## config.mk

```make
export PLATFORM = sky130hd
export DESIGN_NAME = overlap_tile_address_generator_unit
export DESIGN_NICKNAME = d
export VERILOG_FILES = /design/src/design/otag_pkg.sv /design/src/design/otag_queue.sv /design/src/design/otag_front.sv /design/src/design/otag_back.sv /design/src/design/overlap_tile_address_generator_unit.sv
export SDC_FILE = /design/constraint.sdc
export NUM_CORES = 2
export LEC_CHECK = 0
export ABC_AREA = 1
export BUFFER_PORTS_ARGS = -buffer_cell sky130_fd_sc_hd__buf_2
export CAP_MARGIN = 30
export CORE_MARGIN = 5
export CORE_UTILIZATION = 35
export DETAILED_ROUTE_END_ITERATION = 10
export MAX_ROUTING_LAYER = met4
export PLACE_DENSITY_LB_ADDON = 0.25
export SYNTH_ARGS = -nofsm -noshare
export SYNTH_HDL_FRONTEND = slang
export SYNTH_SLANG_ARGS = --single-unit
```

## constraint.sdc

```tcl
create_clock -name clk -period 70.9 [get_ports clk]
set_input_delay 14.18 -clock clk [delete_from_list [all_inputs] [get_ports clk]]
set_output_delay 14.18 -clock clk [all_outputs]
set_load 0.01 [all_outputs]
```

## src/design/otag_pkg.sv

```systemverilog
package otag_pkg;

  // field widths
  localparam int GROUP_W = 22;
  localparam int SLOT_W  = 4;
  localparam int POS_W   = 6;
  localparam int ADDR_W  = 22;
  localparam int LANE_W  = 4;
  localparam int DIM_W   = 13;
  localparam int TSZ_W   = 7;

  // configuration port
  localparam int CFG_IDX_W  = 3;
  localparam int CFG_DATA_W = DIM_W;

  localparam logic [CFG_IDX_W-1:0] REG_IMAGE_WIDTH  = 3'd0;
  localparam logic [CFG_IDX_W-1:0] REG_IMAGE_HEIGHT = 3'd1;
  localparam logic [CFG_IDX_W-1:0] REG_TILE_COLS    = 3'd2;
  localparam logic [CFG_IDX_W-1:0] REG_TILE_ROWS    = 3'd3;
  localparam logic [CFG_IDX_W-1:0] REG_TILES_ACROSS = 3'd4;
  localparam logic [CFG_IDX_W-1:0] REG_TILES_DOWN   = 3'd5;

  // register reset values
  localparam logic [DIM_W-1:0] RST_IMAGE_WIDTH  = 13'd256;
  localparam logic [DIM_W-1:0] RST_IMAGE_HEIGHT = 13'd256;
  localparam logic [TSZ_W-1:0] RST_TILE_COLS    = 7'd32;
  localparam logic [TSZ_W-1:0] RST_TILE_ROWS    = 7'd32;
  localparam logic [DIM_W-1:0] RST_TILES_ACROSS = 13'd9;

  // parameter defaults
  localparam int LANES_PER_WORD_DEF = 4;
  localparam int KERNEL_COUNT_DEF   = 7;

  // depth of the queue between front and back
  localparam int QUEUE_DEPTH = 4;

  // live configuration seen by the back end
  typedef struct packed {
    logic [DIM_W-1:0] image_width;
    logic [DIM_W-1:0] image_height;
    logic [TSZ_W-1:0] tile_cols;
    logic [TSZ_W-1:0] tile_rows;
    logic [DIM_W-1:0] tiles_across;
  } cfg_t;

  // width of the tile number group * kernel_count + slot
  function automatic int tile_w(input int kernel_count);
    return GROUP_W + $clog2(kernel_count) + 1;
  endfunction

endpackage

```

## src/design/otag_queue.sv

```systemverilog
module otag_queue #(
  parameter int W     = 8,
  parameter int DEPTH = otag_pkg::QUEUE_DEPTH
) (
  input  logic         clk,
  input  logic         rst_n,
  input  logic         push,
  input  logic [W-1:0] wdata,
  output logic         full,
  input  logic         pop,
  output logic [W-1:0] rdata,
  output logic         empty
);

  localparam int AW = $clog2(DEPTH);

  logic [W-1:0]  mem_r [DEPTH];
  logic [AW:0]   wr_ptr_r;
  logic [AW:0]   rd_ptr_r;
  logic          do_push;
  logic          do_pop;

  // status from pointer compare, extra bit tells wrap
  assign empty   = (wr_ptr_r == rd_ptr_r);
  assign full    = (wr_ptr_r[AW] != rd_ptr_r[AW]) &&
                   (wr_ptr_r[AW-1:0] == rd_ptr_r[AW-1:0]);
  assign do_push = push && !full;
  assign do_pop  = pop && !empty;
  assign rdata   = mem_r[rd_ptr_r[AW-1:0]];

  // pointers
  always_ff @(posedge clk) begin
    if (!rst_n) begin
      wr_ptr_r <= '0;
      rd_ptr_r <= '0;
    end else begin
      if (do_push) begin
        wr_ptr_r <= wr_ptr_r + 1'b1;
      end
      if (do_pop) begin
        rd_ptr_r <= rd_ptr_r + 1'b1;
      end
    end
  end

  // storage
  always_ff @(posedge clk) begin
    if (do_push) begin
      mem_r[wr_ptr_r[AW-1:0]] <= wdata;
    end
  end

endmodule

```

## src/design/otag_front.sv

```systemverilog
module otag_front #(
  parameter int KERNEL_COUNT = otag_pkg::KERNEL_COUNT_DEF,
  parameter int QW           = otag_pkg::tile_w(KERNEL_COUNT) + 2 * otag_pkg::POS_W
) (
  input  logic                         clk,
  input  logic                         rst_n,
  input  logic                         in_push,
  output logic                         in_full,
  input  logic [otag_pkg::GROUP_W-1:0] in_group_index,
  input  logic [otag_pkg::SLOT_W-1:0]  in_kernel_slot,
  input  logic [otag_pkg::POS_W-1:0]   in_row_in_tile,
  input  logic [otag_pkg::POS_W-1:0]   in_col_in_tile,
  output logic                         q_push,
  output logic [QW-1:0]                q_data,
  input  logic                         q_full
);

  localparam int TILE_W = otag_pkg::tile_w(KERNEL_COUNT);

  logic                       valid_r;
  logic                       valid_nxt;
  logic [TILE_W-1:0]          tile_r;
  logic [TILE_W-1:0]          tile_nxt;
  logic [otag_pkg::POS_W-1:0] row_r;
  logic [otag_pkg::POS_W-1:0] col_r;
  logic                       load;

  // input stage holds while the queue is full
  assign in_full = valid_r && q_full;
  assign load    = in_push && !in_full;
  assign q_push  = valid_r && !q_full;
  assign q_data  = {tile_r, row_r, col_r};

  // linear tile number
  assign tile_nxt = TILE_W'(in_group_index) * TILE_W'(KERNEL_COUNT) +
                    TILE_W'(in_kernel_slot);

  always_comb begin
    valid_nxt = valid_r;
    if (load) begin
      valid_nxt = 1'b1;
    end else if (q_push) begin
      valid_nxt = 1'b0;
    end
  end

  always_ff @(posedge clk) begin
    if (!rst_n) begin
      valid_r <= 1'b0;
    end else begin
      valid_r <= valid_nxt;
    end
  end

  always_ff @(posedge clk) begin
    if (load) begin
      tile_r <= tile_nxt;
      row_r  <= in_row_in_tile;
      col_r  <= in_col_in_tile;
    end
  end

endmodule

```

## src/design/otag_back.sv

```systemverilog
module otag_back #(
  parameter int LANES_PER_WORD = otag_pkg::LANES_PER_WORD_DEF,
  parameter int KERNEL_COUNT   = otag_pkg::KERNEL_COUNT_DEF,
  parameter int QW             = otag_pkg::tile_w(KERNEL_COUNT) + 2 * otag_pkg::POS_W
) (
  input  logic                        clk,
  input  logic                        rst_n,
  input  otag_pkg::cfg_t              cfg,
  input  logic                        q_empty,
  input  logic [QW-1:0]               q_data,
  output logic                        q_pop,
  output logic                        out_empty,
  input  logic                        out_pop,
  output logic [otag_pkg::ADDR_W-1:0] out_word_address,
  output logic [otag_pkg::LANE_W-1:0] out_lane,
  output logic                        out_pad_zero
);

  localparam int TILE_W = otag_pkg::tile_w(KERNEL_COUNT);
  localparam int POS_W  = otag_pkg::POS_W;
  localparam int DIM_W  = otag_pkg::DIM_W;
  localparam int TSZ_W  = otag_pkg::TSZ_W;
  localparam int PX_W   = DIM_W + TSZ_W + 1;
  localparam int PY_W   = TILE_W + TSZ_W + 1;
  localparam int IDX_W  = 2 * DIM_W;
  localparam int LG_L   = $clog2(LANES_PER_WORD);
  localparam int DIV_SH = IDX_W + LG_L;
  localparam int M_W    = IDX_W + 1;
  localparam int PROD_W = IDX_W + M_W;
  localparam logic [M_W-1:0] RECIP =
    M_W'(((64'd1 << DIV_SH) + 64'(LANES_PER_WORD) - 64'd1) / 64'(LANES_PER_WORD));

  // whole pipeline moves together unless the result word is held
  logic adv;
  assign adv   = out_empty || out_pop;
  assign q_pop = adv && !q_empty;

  // derived configuration
  logic [DIM_W-1:0] divisor;
  logic [TSZ_W-1:0] step_x;
  logic [TSZ_W-1:0] step_y;
  assign divisor = (cfg.tiles_across == '0) ? DIM_W'(1) : cfg.tiles_across;
  assign step_x  = (cfg.tile_cols >= TSZ_W'(2)) ? cfg.tile_cols - TSZ_W'(2) : '0;
  assign step_y  = (cfg.tile_rows >= TSZ_W'(2)) ? cfg.tile_rows - TSZ_W'(2) : '0;

  // edge rule: {ok, clamped coordinate}
  function automatic logic [DIM_W:0] edge_clamp(input logic [PY_W-1:0] pos,
                                                input logic [DIM_W-1:0] size);
    logic [PY_W-1:0] size_x;
    size_x = PY_W'(size);
    if (size == '0) begin
      return '0;
    end else if (pos < size_x) begin
      return {1'b1, pos[DIM_W-1:0]};
    end else if (pos == size_x) begin
      return {1'b1, size - DIM_W'(1)};
    end else begin
      return '0;
    end
  endfunction

  // restoring divider, one quotient bit per stage
  logic                dv_valid_r [0:TILE_W];
  logic [DIM_W-1:0]    dv_rem_r   [0:TILE_W];
  logic [TILE_W-1:0]   dv_nq_r    [0:TILE_W];
  logic [POS_W-1:0]    dv_row_r   [0:TILE_W];
  logic [POS_W-1:0]    dv_col_r   [0:TILE_W];

  // load stage from the queue
  always_ff @(posedge clk) begin
    if (!rst_n) begin
      dv_valid_r[0] <= 1'b0;
    end else if (adv) begin
      dv_valid_r[0] <= !q_empty;
    end
  end

  always_ff @(posedge clk) begin
    if (adv) begin
      dv_rem_r[0] <= '0;
      dv_nq_r[0]  <= q_data[QW-1 -: TILE_W];
      dv_row_r[0] <= q_data[2*POS_W-1 -: POS_W];
      dv_col_r[0] <= q_data[POS_W-1:0];
    end
  end

  for (genvar i = 1; i <= TILE_W; i++) begin : g_div
    logic [DIM_W:0] trial;
    logic           ge;

    assign trial = {dv_rem_r[i-1], dv_nq_r[i-1][TILE_W-1]};
    assign ge    = trial >= {1'b0, divisor};

    always_ff @(posedge clk) begin
      if (!rst_n) begin
        dv_valid_r[i] <= 1'b0;
      end else if (adv) begin
        dv_valid_r[i] <= dv_valid_r[i-1];
      end
    end

    always_ff @(posedge clk) begin
      if (adv) begin
        dv_rem_r[i] <= ge ? DIM_W'(trial - {1'b0, divisor}) : trial[DIM_W-1:0];
        dv_nq_r[i]  <= {dv_nq_r[i-1][TILE_W-2:0], ge};
        dv_row_r[i] <= dv_row_r[i-1];
        dv_col_r[i] <= dv_col_r[i-1];
      end
    end
  end

  // pixel position from tile position and step
  logic            a_valid_r;
  logic [PX_W-1:0] px_r;
  logic [PX_W-1:0] px_nxt;
  logic [PY_W-1:0] py_r;
  logic [PY_W-1:0] py_nxt;

  assign px_nxt = PX_W'(PX_W'(dv_rem_r[TILE_W]) * PX_W'(step_x)) + PX_W'(dv_col_r[TILE_W]);
  assign py_nxt = PY_W'(PY_W'(dv_nq_r[TILE_W]) * PY_W'(step_y)) + PY_W'(dv_row_r[TILE_W]);

  // edge replicate or zero pad
  logic             b_valid_r;
  logic [DIM_W-1:0] cx_r;
  logic [DIM_W-1:0] cy_r;
  logic             b_pad_r;
  logic [DIM_W:0]   ex_nxt;
  logic [DIM_W:0]   ey_nxt;

  assign ex_nxt = edge_clamp(PY_W'(px_r), cfg.image_width);
  assign ey_nxt = edge_clamp(py_r, cfg.image_height);

  // linear pixel index
  logic             c_valid_r;
  logic [IDX_W-1:0] c_idx_r;
  logic             c_pad_r;
  logic [IDX_W-1:0] idx_nxt;

  assign idx_nxt = IDX_W'(IDX_W'(cy_r) * IDX_W'(cfg.image_width)) + IDX_W'(cx_r);

  // word index by reciprocal multiply
  logic              d_valid_r;
  logic [IDX_W-1:0]  d_idx_r;
  logic [IDX_W-1:0]  d_q_r;
  logic              d_pad_r;
  logic [PROD_W-1:0] prod;
  logic [IDX_W-1:0]  q_nxt;

  assign prod  = PROD_W'(c_idx_r) * PROD_W'(RECIP);
  assign q_nxt = IDX_W'(prod >> DIV_SH);

  // lane and result word
  logic                        e_valid_r;
  logic [otag_pkg::ADDR_W-1:0] addr_r;
  logic [otag_pkg::LANE_W-1:0] lane_r;
  logic                        e_pad_r;
  logic [IDX_W-1:0]            rem_nxt;

  assign rem_nxt = d_idx_r - IDX_W'(d_q_r * IDX_W'(LANES_PER_WORD));

  always_ff @(posedge clk) begin
    if (!rst_n) begin
      a_valid_r <= 1'b0;
      b_valid_r <= 1'b0;
      c_valid_r <= 1'b0;
      d_valid_r <= 1'b0;
      e_valid_r <= 1'b0;
    end else if (adv) begin
      a_valid_r <= dv_valid_r[TILE_W];
      b_valid_r <= a_valid_r;
      c_valid_r <= b_valid_r;
      d_valid_r <= c_valid_r;
      e_valid_r <= d_valid_r;
    end
  end

  always_ff @(posedge clk) begin
    if (adv) begin
      px_r    <= px_nxt;
      py_r    <= py_nxt;
      cx_r    <= ex_nxt[DIM_W-1:0];
      cy_r    <= ey_nxt[DIM_W-1:0];
      b_pad_r <= !(ex_nxt[DIM_W] && ey_nxt[DIM_W]);
      c_idx_r <= idx_nxt;
      c_pad_r <= b_pad_r;
      d_idx_r <= c_idx_r;
      d_q_r   <= q_nxt;
      d_pad_r <= c_pad_r;
      addr_r  <= d_pad_r ? '0 : d_q_r[otag_pkg::ADDR_W-1:0];
      lane_r  <= d_pad_r ? '0 : rem_nxt[otag_pkg::LANE_W-1:0];
      e_pad_r <= d_pad_r;
    end
  end

  assign out_empty        = !e_valid_r;
  assign out_word_address = addr_r;
  assign out_lane         = lane_r;
  assign out_pad_zero     = e_pad_r;

endmodule

```

## src/design/overlap_tile_address_generator_unit.sv

```systemverilog
// Overlapping tile address generator with edge padding.
// Input words (group index, kernel slot, row and column inside the tile) are
// pushed while in_full is low; each gives one result word (bus word address,
// lane, pad flag) read from the result side while out_empty is low, taken by
// out_pop. Tile geometry and image size come from the cfg_ write port, which
// is to be written only while no words are in flight; the block itself does
// not enforce this. Throughput is one word per cycle unless results are held.
// A word passes the input stage, the queue, the load stage, the divider, then
// the position, edge, index, word and lane stages. The divider is a pipelined
// restoring divider splitting the tile number by tiles_across, one quotient bit
// per stage over its tile_w = 23 + clog2(KERNEL_COUNT) bits.
// A four-word queue parts the input stage from the divider and address
// pipeline. While a result waits and out_pop is low the whole back pipeline
// holds; inputs are still taken until the queue and input stage fill, then
// in_full rises. Reset empties all stages and loads the register defaults.
module overlap_tile_address_generator_unit #(
  parameter int LANES_PER_WORD = otag_pkg::LANES_PER_WORD_DEF,
  parameter int KERNEL_COUNT   = otag_pkg::KERNEL_COUNT_DEF
) (
  input  logic                            clk,
  input  logic                            rst_n,
  // configuration
  input  logic                            cfg_we,
  input  logic [otag_pkg::CFG_IDX_W-1:0]  cfg_index,
  input  logic [otag_pkg::CFG_DATA_W-1:0] cfg_data,
  // input words
  input  logic                            in_push,
  output logic                            in_full,
  input  logic [otag_pkg::GROUP_W-1:0]    in_group_index,
  input  logic [otag_pkg::SLOT_W-1:0]     in_kernel_slot,
  input  logic [otag_pkg::POS_W-1:0]      in_row_in_tile,
  input  logic [otag_pkg::POS_W-1:0]      in_col_in_tile,
  // result words
  output logic                            out_empty,
  input  logic                            out_pop,
  output logic [otag_pkg::ADDR_W-1:0]     out_word_address,
  output logic [otag_pkg::LANE_W-1:0]     out_lane,
  output logic                            out_pad_zero
);

  localparam int QW = otag_pkg::tile_w(KERNEL_COUNT) + 2 * otag_pkg::POS_W;

  otag_pkg::cfg_t cfg_r;

  // configuration registers; tiles_down is accepted but not needed here
  always_ff @(posedge clk) begin
    if (!rst_n) begin
      cfg_r.image_width  <= otag_pkg::RST_IMAGE_WIDTH;
      cfg_r.image_height <= otag_pkg::RST_IMAGE_HEIGHT;
      cfg_r.tile_cols    <= otag_pkg::RST_TILE_COLS;
      cfg_r.tile_rows    <= otag_pkg::RST_TILE_ROWS;
      cfg_r.tiles_across <= otag_pkg::RST_TILES_ACROSS;
    end else if (cfg_we) begin
      case (cfg_index)
        otag_pkg::REG_IMAGE_WIDTH:  cfg_r.image_width  <= cfg_data;
        otag_pkg::REG_IMAGE_HEIGHT: cfg_r.image_height <= cfg_data;
        otag_pkg::REG_TILE_COLS:    cfg_r.tile_cols    <= cfg_data[otag_pkg::TSZ_W-1:0];
        otag_pkg::REG_TILE_ROWS:    cfg_r.tile_rows    <= cfg_data[otag_pkg::TSZ_W-1:0];
        otag_pkg::REG_TILES_ACROSS: cfg_r.tiles_across <= cfg_data;
        otag_pkg::REG_TILES_DOWN:   ;
        default:                    ;
      endcase
    end
  end

  logic          q_push;
  logic [QW-1:0] q_wdata;
  logic          q_full;
  logic          q_pop;
  logic [QW-1:0] q_rdata;
  logic          q_empty;

  // front: input stage and tile number
  otag_front #(
    .KERNEL_COUNT (KERNEL_COUNT),
    .QW           (QW)
  ) u_front (
    .clk            (clk),
    .rst_n          (rst_n),
    .in_push        (in_push),
    .in_full        (in_full),
    .in_group_index (in_group_index),
    .in_kernel_slot (in_kernel_slot),
    .in_row_in_tile (in_row_in_tile),
    .in_col_in_tile (in_col_in_tile),
    .q_push         (q_push),
    .q_data         (q_wdata),
    .q_full         (q_full)
  );

  // queue between front and back
  otag_queue #(
    .W     (QW),
    .DEPTH (otag_pkg::QUEUE_DEPTH)
  ) u_queue (
    .clk   (clk),
    .rst_n (rst_n),
    .push  (q_push),
    .wdata (q_wdata),
    .full  (q_full),
    .pop   (q_pop),
    .rdata (q_rdata),
    .empty (q_empty)
  );

  // back: divider and address pipeline
  otag_back #(
    .LANES_PER_WORD (LANES_PER_WORD),
    .KERNEL_COUNT   (KERNEL_COUNT),
    .QW             (QW)
  ) u_back (
    .clk              (clk),
    .rst_n            (rst_n),
    .cfg              (cfg_r),
    .q_empty          (q_empty),
    .q_data           (q_rdata),
    .q_pop            (q_pop),
    .out_empty        (out_empty),
    .out_pop          (out_pop),
    .out_word_address (out_word_address),
    .out_lane         (out_lane),
    .out_pad_zero     (out_pad_zero)
  );

endmodule

```

; After elaboration in Yosys (flattened, before gate mapping)
; Memories as Yosys holds them, arrays and structs flattened. A register that Yosys moved wholly into a read port is not among the register bits.
; Index checks and enable logic that the tools add are counted.
[totals]
reg_bits = 263
ram_bits = 1556
in_bits = 59
output_inout_bits = 29
word_cells = 239
n_memories = 6
[mem_list]
columns = memory, depth, width, rd, rd_ports_with_merged_regs, wr, line
row1 = u_back.dv_nq_r, 27, 26, 27, 0, 27, otag_back.sv:65  ; logic [TILE_W-1:0] dv_nq_r [0:TILE_W];
row2 = u_back.dv_rem_r, 27, 13, 27, 0, 27, otag_back.sv:64  ; logic [DIM_W-1:0] dv_rem_r [0:TILE_W];
row3 = u_back.dv_col_r, 27, 6, 27, 0, 27, otag_back.sv:67  ; logic [POS_W-1:0] dv_col_r [0:TILE_W];
row4 = u_back.dv_row_r, 27, 6, 27, 0, 27, otag_back.sv:66  ; logic [POS_W-1:0] dv_row_r [0:TILE_W];
row5 = u_queue.mem_r, 4, 38, 1, 1, 1, otag_queue.sv:17  ; logic [W-1:0] mem_r [DEPTH];
row6 = u_back.dv_valid_r, 27, 1, 27, 1, 27, otag_back.sv:63  ; logic dv_valid_r [0:TILE_W];
[op_classes]
addsub = 37
n_mul = 4
n_lt_le_gt_ge = 30
n_eq_ne = 9
muxes = 73
bitwise = 27
n_reduce_logical = 25
[ops]
columns = operator, n
row1 = 14-bit by 13-bit >= comparator with 1-bit output, 26
row2 = 13-bit 2-to-1 mux, 27
row3 = 13-bit subtractor, 26
row4 = 14-bit 2-to-1 mux, 6
row5 = 13-bit logical NOT, 3
row6 = 1-bit 2-to-1 mux, 36
row7 = 33-bit by 6-bit adder with 34-bit output, 1
row8 = 34-bit by 13-bit equality test with 1-bit output, 1
row9 = 34-bit by 13-bit < comparator with 1-bit output, 1
row10 = 26-bit by 7-bit multiplier with 33-bit output, 1
row11 = 1-bit OR, 27
row12 = 25-bit by 4-bit adder with 26-bit output, 1
row13 = "13-bit by 1-bit subtractor with 13-bit output, second input constant", 2
row14 = "22-bit by 3-bit multiplier with 25-bit output, second input constant", 1
row15 = 24-bit by 13-bit adder with 24-bit output, 1
row16 = 13-bit by 13-bit multiplier with 24-bit output, 1
row17 = 20-bit by 6-bit adder with 21-bit output, 1
row18 = 21-bit by 13-bit equality test with 1-bit output, 1
row19 = 21-bit by 13-bit < comparator with 1-bit output, 1
row20 = 13-bit by 7-bit multiplier with 20-bit output, 1
row21 = "7-bit by 2-bit >= comparator with 1-bit output, second input constant", 2
row22 = 7-bit 2-to-1 mux, 2
row23 = "7-bit by 2-bit subtractor with 7-bit output, second input constant", 2
row24 = 2-bit AND reduction, 5
row25 = other kinds (14), 29

; Depth between registers and ports, before layout
[logic_depth]
depth_word = 7
mapped_depth = 29
depth_no_buf = 28

; Modules after synthesis
; Synthesis repeated with hierarchy kept, for this count alone.
[unflattened]
hier_cells = 9162
hier_area_um2 = 98395.6
[by_module_without_submodules]
columns = mod, n_inst, cells_each, area_each_um2
row1 = otag_back, 1, 7899, 86170.1
row2 = otag_queue, 1, 442, 6144.6
row3 = otag_front, 1, 508, 3925.0
row4 = overlap_tile_address_generator_unit, 1, 313, 2155.8

; Worst setup path before layout
; No wires, ideal clock.
[synth_path]
path_kind = input to register
from = input out_pop
to = memory u_back.dv_valid_r[10], data pin
setup_time_ns = 0.146
arrival_time_ns = 50.937
required_time_ns = 70.754
slack_ns = 19.817
stages = 5
n_path_buf = 1
cell_sequence = nor2_1 -> inv_1 -> nand2_1 -> clkbuf_1 -> nor2_1
[synth_lines]
columns = element, line
row1 = from (decl), overlap_tile_address_generator_unit.sv:35  ; input logic out_pop,
row2 = to (decl), otag_back.sv:63

; Worst setup path in the final report
[layout_path]
from = input out_pop
to = register u_back.py_r[26], enable pin
[layout_between]
elab_chain_len = 1
[layout_lines]
columns = element, line
row1 = 1-bit logical OR, otag_back.sv:35  ; assign adv = out_empty || out_pop;
row2 = to (signal assigned), otag_back.sv:180  ; py_r <= py_nxt;
row3 = to (decl), otag_back.sv:116  ; logic [PY_W-1:0] py_r;
; No other way between the ends.
; A chain may end at the register's enable or synchronous reset.

==> out/results.tsv <==
stage	metric	value	unit
run_status	status	finished clean	
yosys	yosysTopAreaCellShare	53.6	%
global_routing	grt_overflow	0	
critical_path	worstSetupPathType	primary input to flop	
route	wire_per_inst	16.9	um
yosys	syn_area_per_cell	10.7	um2
critical_path	end_kind	flop	
yosys	ys_types	50	
die	core_region_area	277000	um2
yosys	synth_edf_count	1737	
global_routing	grt_max_degree	180	
clocking	htreeDepth	4	
route	ant_nets	0	
yosys	synthArstFlopShare	0	%
final_layout	area_growth	11.3	%
timing	clock_skew	0.0984	ns
global_routing	antenna_found_initial	4	
timing	worst_pin_slew	1.00	ns
min_path	hp-class	flop to flop	
place	place_congestion	0.883	
clocking	cts.clk_slew.worst_paths	0.06	ns
yosys	synthCells	9060	
route	drtIter0Drc	3729	
yosys	yosysMostFrequentCell	edfxtp_1	
timing	slew_headroom	33.2	%
clocking	cts_tree	built	
timing	max_freq	0.0543	GHz
route	vias_per_cell	4.75	
critical_path	cp.required	71.36	ns
yosys	ys_ff_latch	1805	
die	fp.dieH	537	um
min_path	hold_start	u_back.dv_nq_r[1][160]	
yosys	synth-main-ff-cell	edfxtp_1	
clocking	ctsResizeCount	0	
timing	period_minus_slack	18.40	ns
timing	finalCritPeriodShare	26.0	%
clocking	cts_buffers	198	
die	die_area	289000	um2
timing	hold_viol	0	
critical_path	reg2reg_depth	22	
yosys	synth.area.top_cells	edfxtp_1, ha_1, fa_1	
clocking	cts_setup_buffers	0	
global_routing	grt_usage	15.6	%
die	die_w	537	um
clocking	cts.sinks	1805	
route	dr.pass1.iters	7	
critical_path	crit_path_max_fanout	109	
final_layout	layout.nets	10296	
route	drc	0	
place	post-dp-hpwl	157000	um
global_routing	grt_pass1_wl	350000	um
clocking	hold_buffers	0	
yosys	yosysSeqAreaShare	55.0	%
critical_path	worstReg2RegStart	cfg_r[14]	
yosys	netlist_top_cells_count	edfxtp_1, nand2_1, inv_1	
clocking	clk_latency	0.86	ns
route	routed_wl	221000	um
die	num_rows	193	
run	maxCapViolCount	0	
timing	setup_viol	0	
global_routing	grt_pass1_vias	62836	
timing	rsz0062_at_grt	no	
min_path	hold_end	u_back.dv_nq_r[1][187]	
yosys	yosysWarnings	0	
yosys	synth_top_cell_by_area	edfxtp_1	
die	initial_core_util	35.2	%
timing	slew_viol_final	0	
final_layout	drive_above_1_share	5.64	%
critical_path	reg2reg_to	u_back.py_r[31]	
critical_path	worstPathArrival	18.86	ns
place	portBuffers	85	
die	pin_count	88	
critical_path	ff2ff_setup_slack	64.74	ns
yosys	synth_area	97300	um2
timing	setup_tns	0	ns
critical_path	crit_path_start_kind	primary input	
route	dr_total_vias	62210	
clocking	cts_root_buffer	clkbuf_16	
clocking	clockBufferDepth	4	
min_path	hold-path-cell-count	0	
## metrics by stage
| step | worst slack, ns | instance area (um2) | hold slack (ns) | cells | utilization [%] |
|---|---|---|---|---|---|
| CTS | 52.14 | 108000 | 0.332 | 13107 | 39.1 |
| global placement | 51.08 | 102000 | 0.400 | 12756 | 36.8 |
| detailed placement | 51.26 | 102000 | 0.405 | 12761 | 36.9 |
| global route | 52.19 | 108000 | 0.350 | 13110 | 39.1 |
| floorplan | 19.82 | 97300 | 0.400 | 9061 | - |
| finish | 52.50 | 108000 | 0.335 | 13110 | 39.1 |
## final cells by class
class | instances | area, um2
antenna | 1 | 2.50
sequential | 1805 | 53500
clock inverter | 100 | 961
fill | 26894 | 168000
multi-input combinational | 5712 | 37700
clock buffer | 246 | 5230
timing repair buffer | 142 | 998
inverter | 1399 | 5260
tap | 3705 | 4640
## worst max path at each step
stage / start / to / slack (ns) / cells past startpoint
6_report: out_pop / u_back.py_r[26] / 52.50 / 10
4_1_cts: out_pop / u_back.dv_nq_r[1][252] / 52.14 / 9
2_1_floorplan: out_pop / u_back.dv_valid_r[10] / 19.82 / 5
3_3_place_gp: out_pop / u_back.py_r[22] / 51.08 / 8
3_5_place_dp: out_pop / u_back.py_r[27] / 51.26 / 9
5_1_grt: out_pop / u_back.py_r[20] / 52.19 / 10
## sequential cells by signal (all words and copies together) (netlist names), 22 cells and up, named ones only
register                 cells
cfg_r                       53
u_back.py_r                 34
u_back.dv_col_r            162
u_back.c_idx_r              24
u_back.out_word_address     22
u_back.dv_rem_r            338
u_back.dv_valid_r           27
u_back.dv_nq_r             702
u_back.dv_row_r            162
u_front.tile_r              26
u_queue.mem_r              152
## cells in the final DEF (no fill, tap or decap), types with 6 or more instances in the layout
| master | n |
|---|---|
| clkinv_2 | 26 |
| o21ai_1 | 10 |
| inv_2 | 8 |
| nor2_4 | 6 |
| xnor2_1 | 76 |
| inv_6 | 7 |
| xor2_1 | 239 |
| ha_1 | 616 |
| clkbuf_8 | 7 |
| nand2_1 | 1699 |
| fa_1 | 363 |
| buf_2 | 85 |
| a21oi_2 | 26 |
| o21bai_1 | 33 |
| nor3_1 | 34 |
| o21ai_0 | 584 |
| a21oi_1 | 335 |
| buf_4 | 49 |
| dfxtp_1 | 65 |
| a21boi_0 | 28 |
| nand3_1 | 341 |
| inv_1 | 1383 |
| or2_2 | 25 |
| clkbuf_1 | 40 |
| nand3_2 | 26 |
| clkbuf_16 | 199 |
| clkinv_1 | 41 |
| o22ai_1 | 41 |
| nand3b_1 | 27 |
| buf_16 | 6 |
| a31oi_1 | 10 |
| clkinvlp_4 | 8 |
| edfxtp_1 | 1737 |
| nand4_1 | 137 |
| bufinv_16 | 15 |
| nor2_1 | 913 |
| nor4_1 | 7 |
| a21o_1 | 97 |
## metal layers
layer  vias up  GRT usage (%)  part of all wire (%)
met5         -              -                     0
met4         0           4.36                   3.0
met3       369           1.94                   3.6
met2      1082           26.6                    49
met1     29998           19.7                    44
li1      30761              -                     -
## critical path: stages
cell and delay, ns:
buf_2 0.08, nor2_1 0.10, inv_8 0.47, buf_4 0.86, buf_4 0.79, buf_4 0.27
buf_16 0.33, buf_4 0.71, buf_4 0.36, buf_16 0.33
## kinds of logic after synthesis
family / after synthesis / share of synthesized area (%)
other: 1 / 0.00385
DFF: 1805 / 55.0
AOI/OAI and AO/OA: 1181 / 6.72
and+or+nand+nor: 3235 / 13.8
buffers and inverters: 1544 / 6.27
adders and majority gates: 979 / 15.4
xor gates and xnor gates: 315 / 2.84
Power is left out: the tool's default activity adds up to more than one toggle a clock period on the data nets, which glitch-free logic cannot reach.
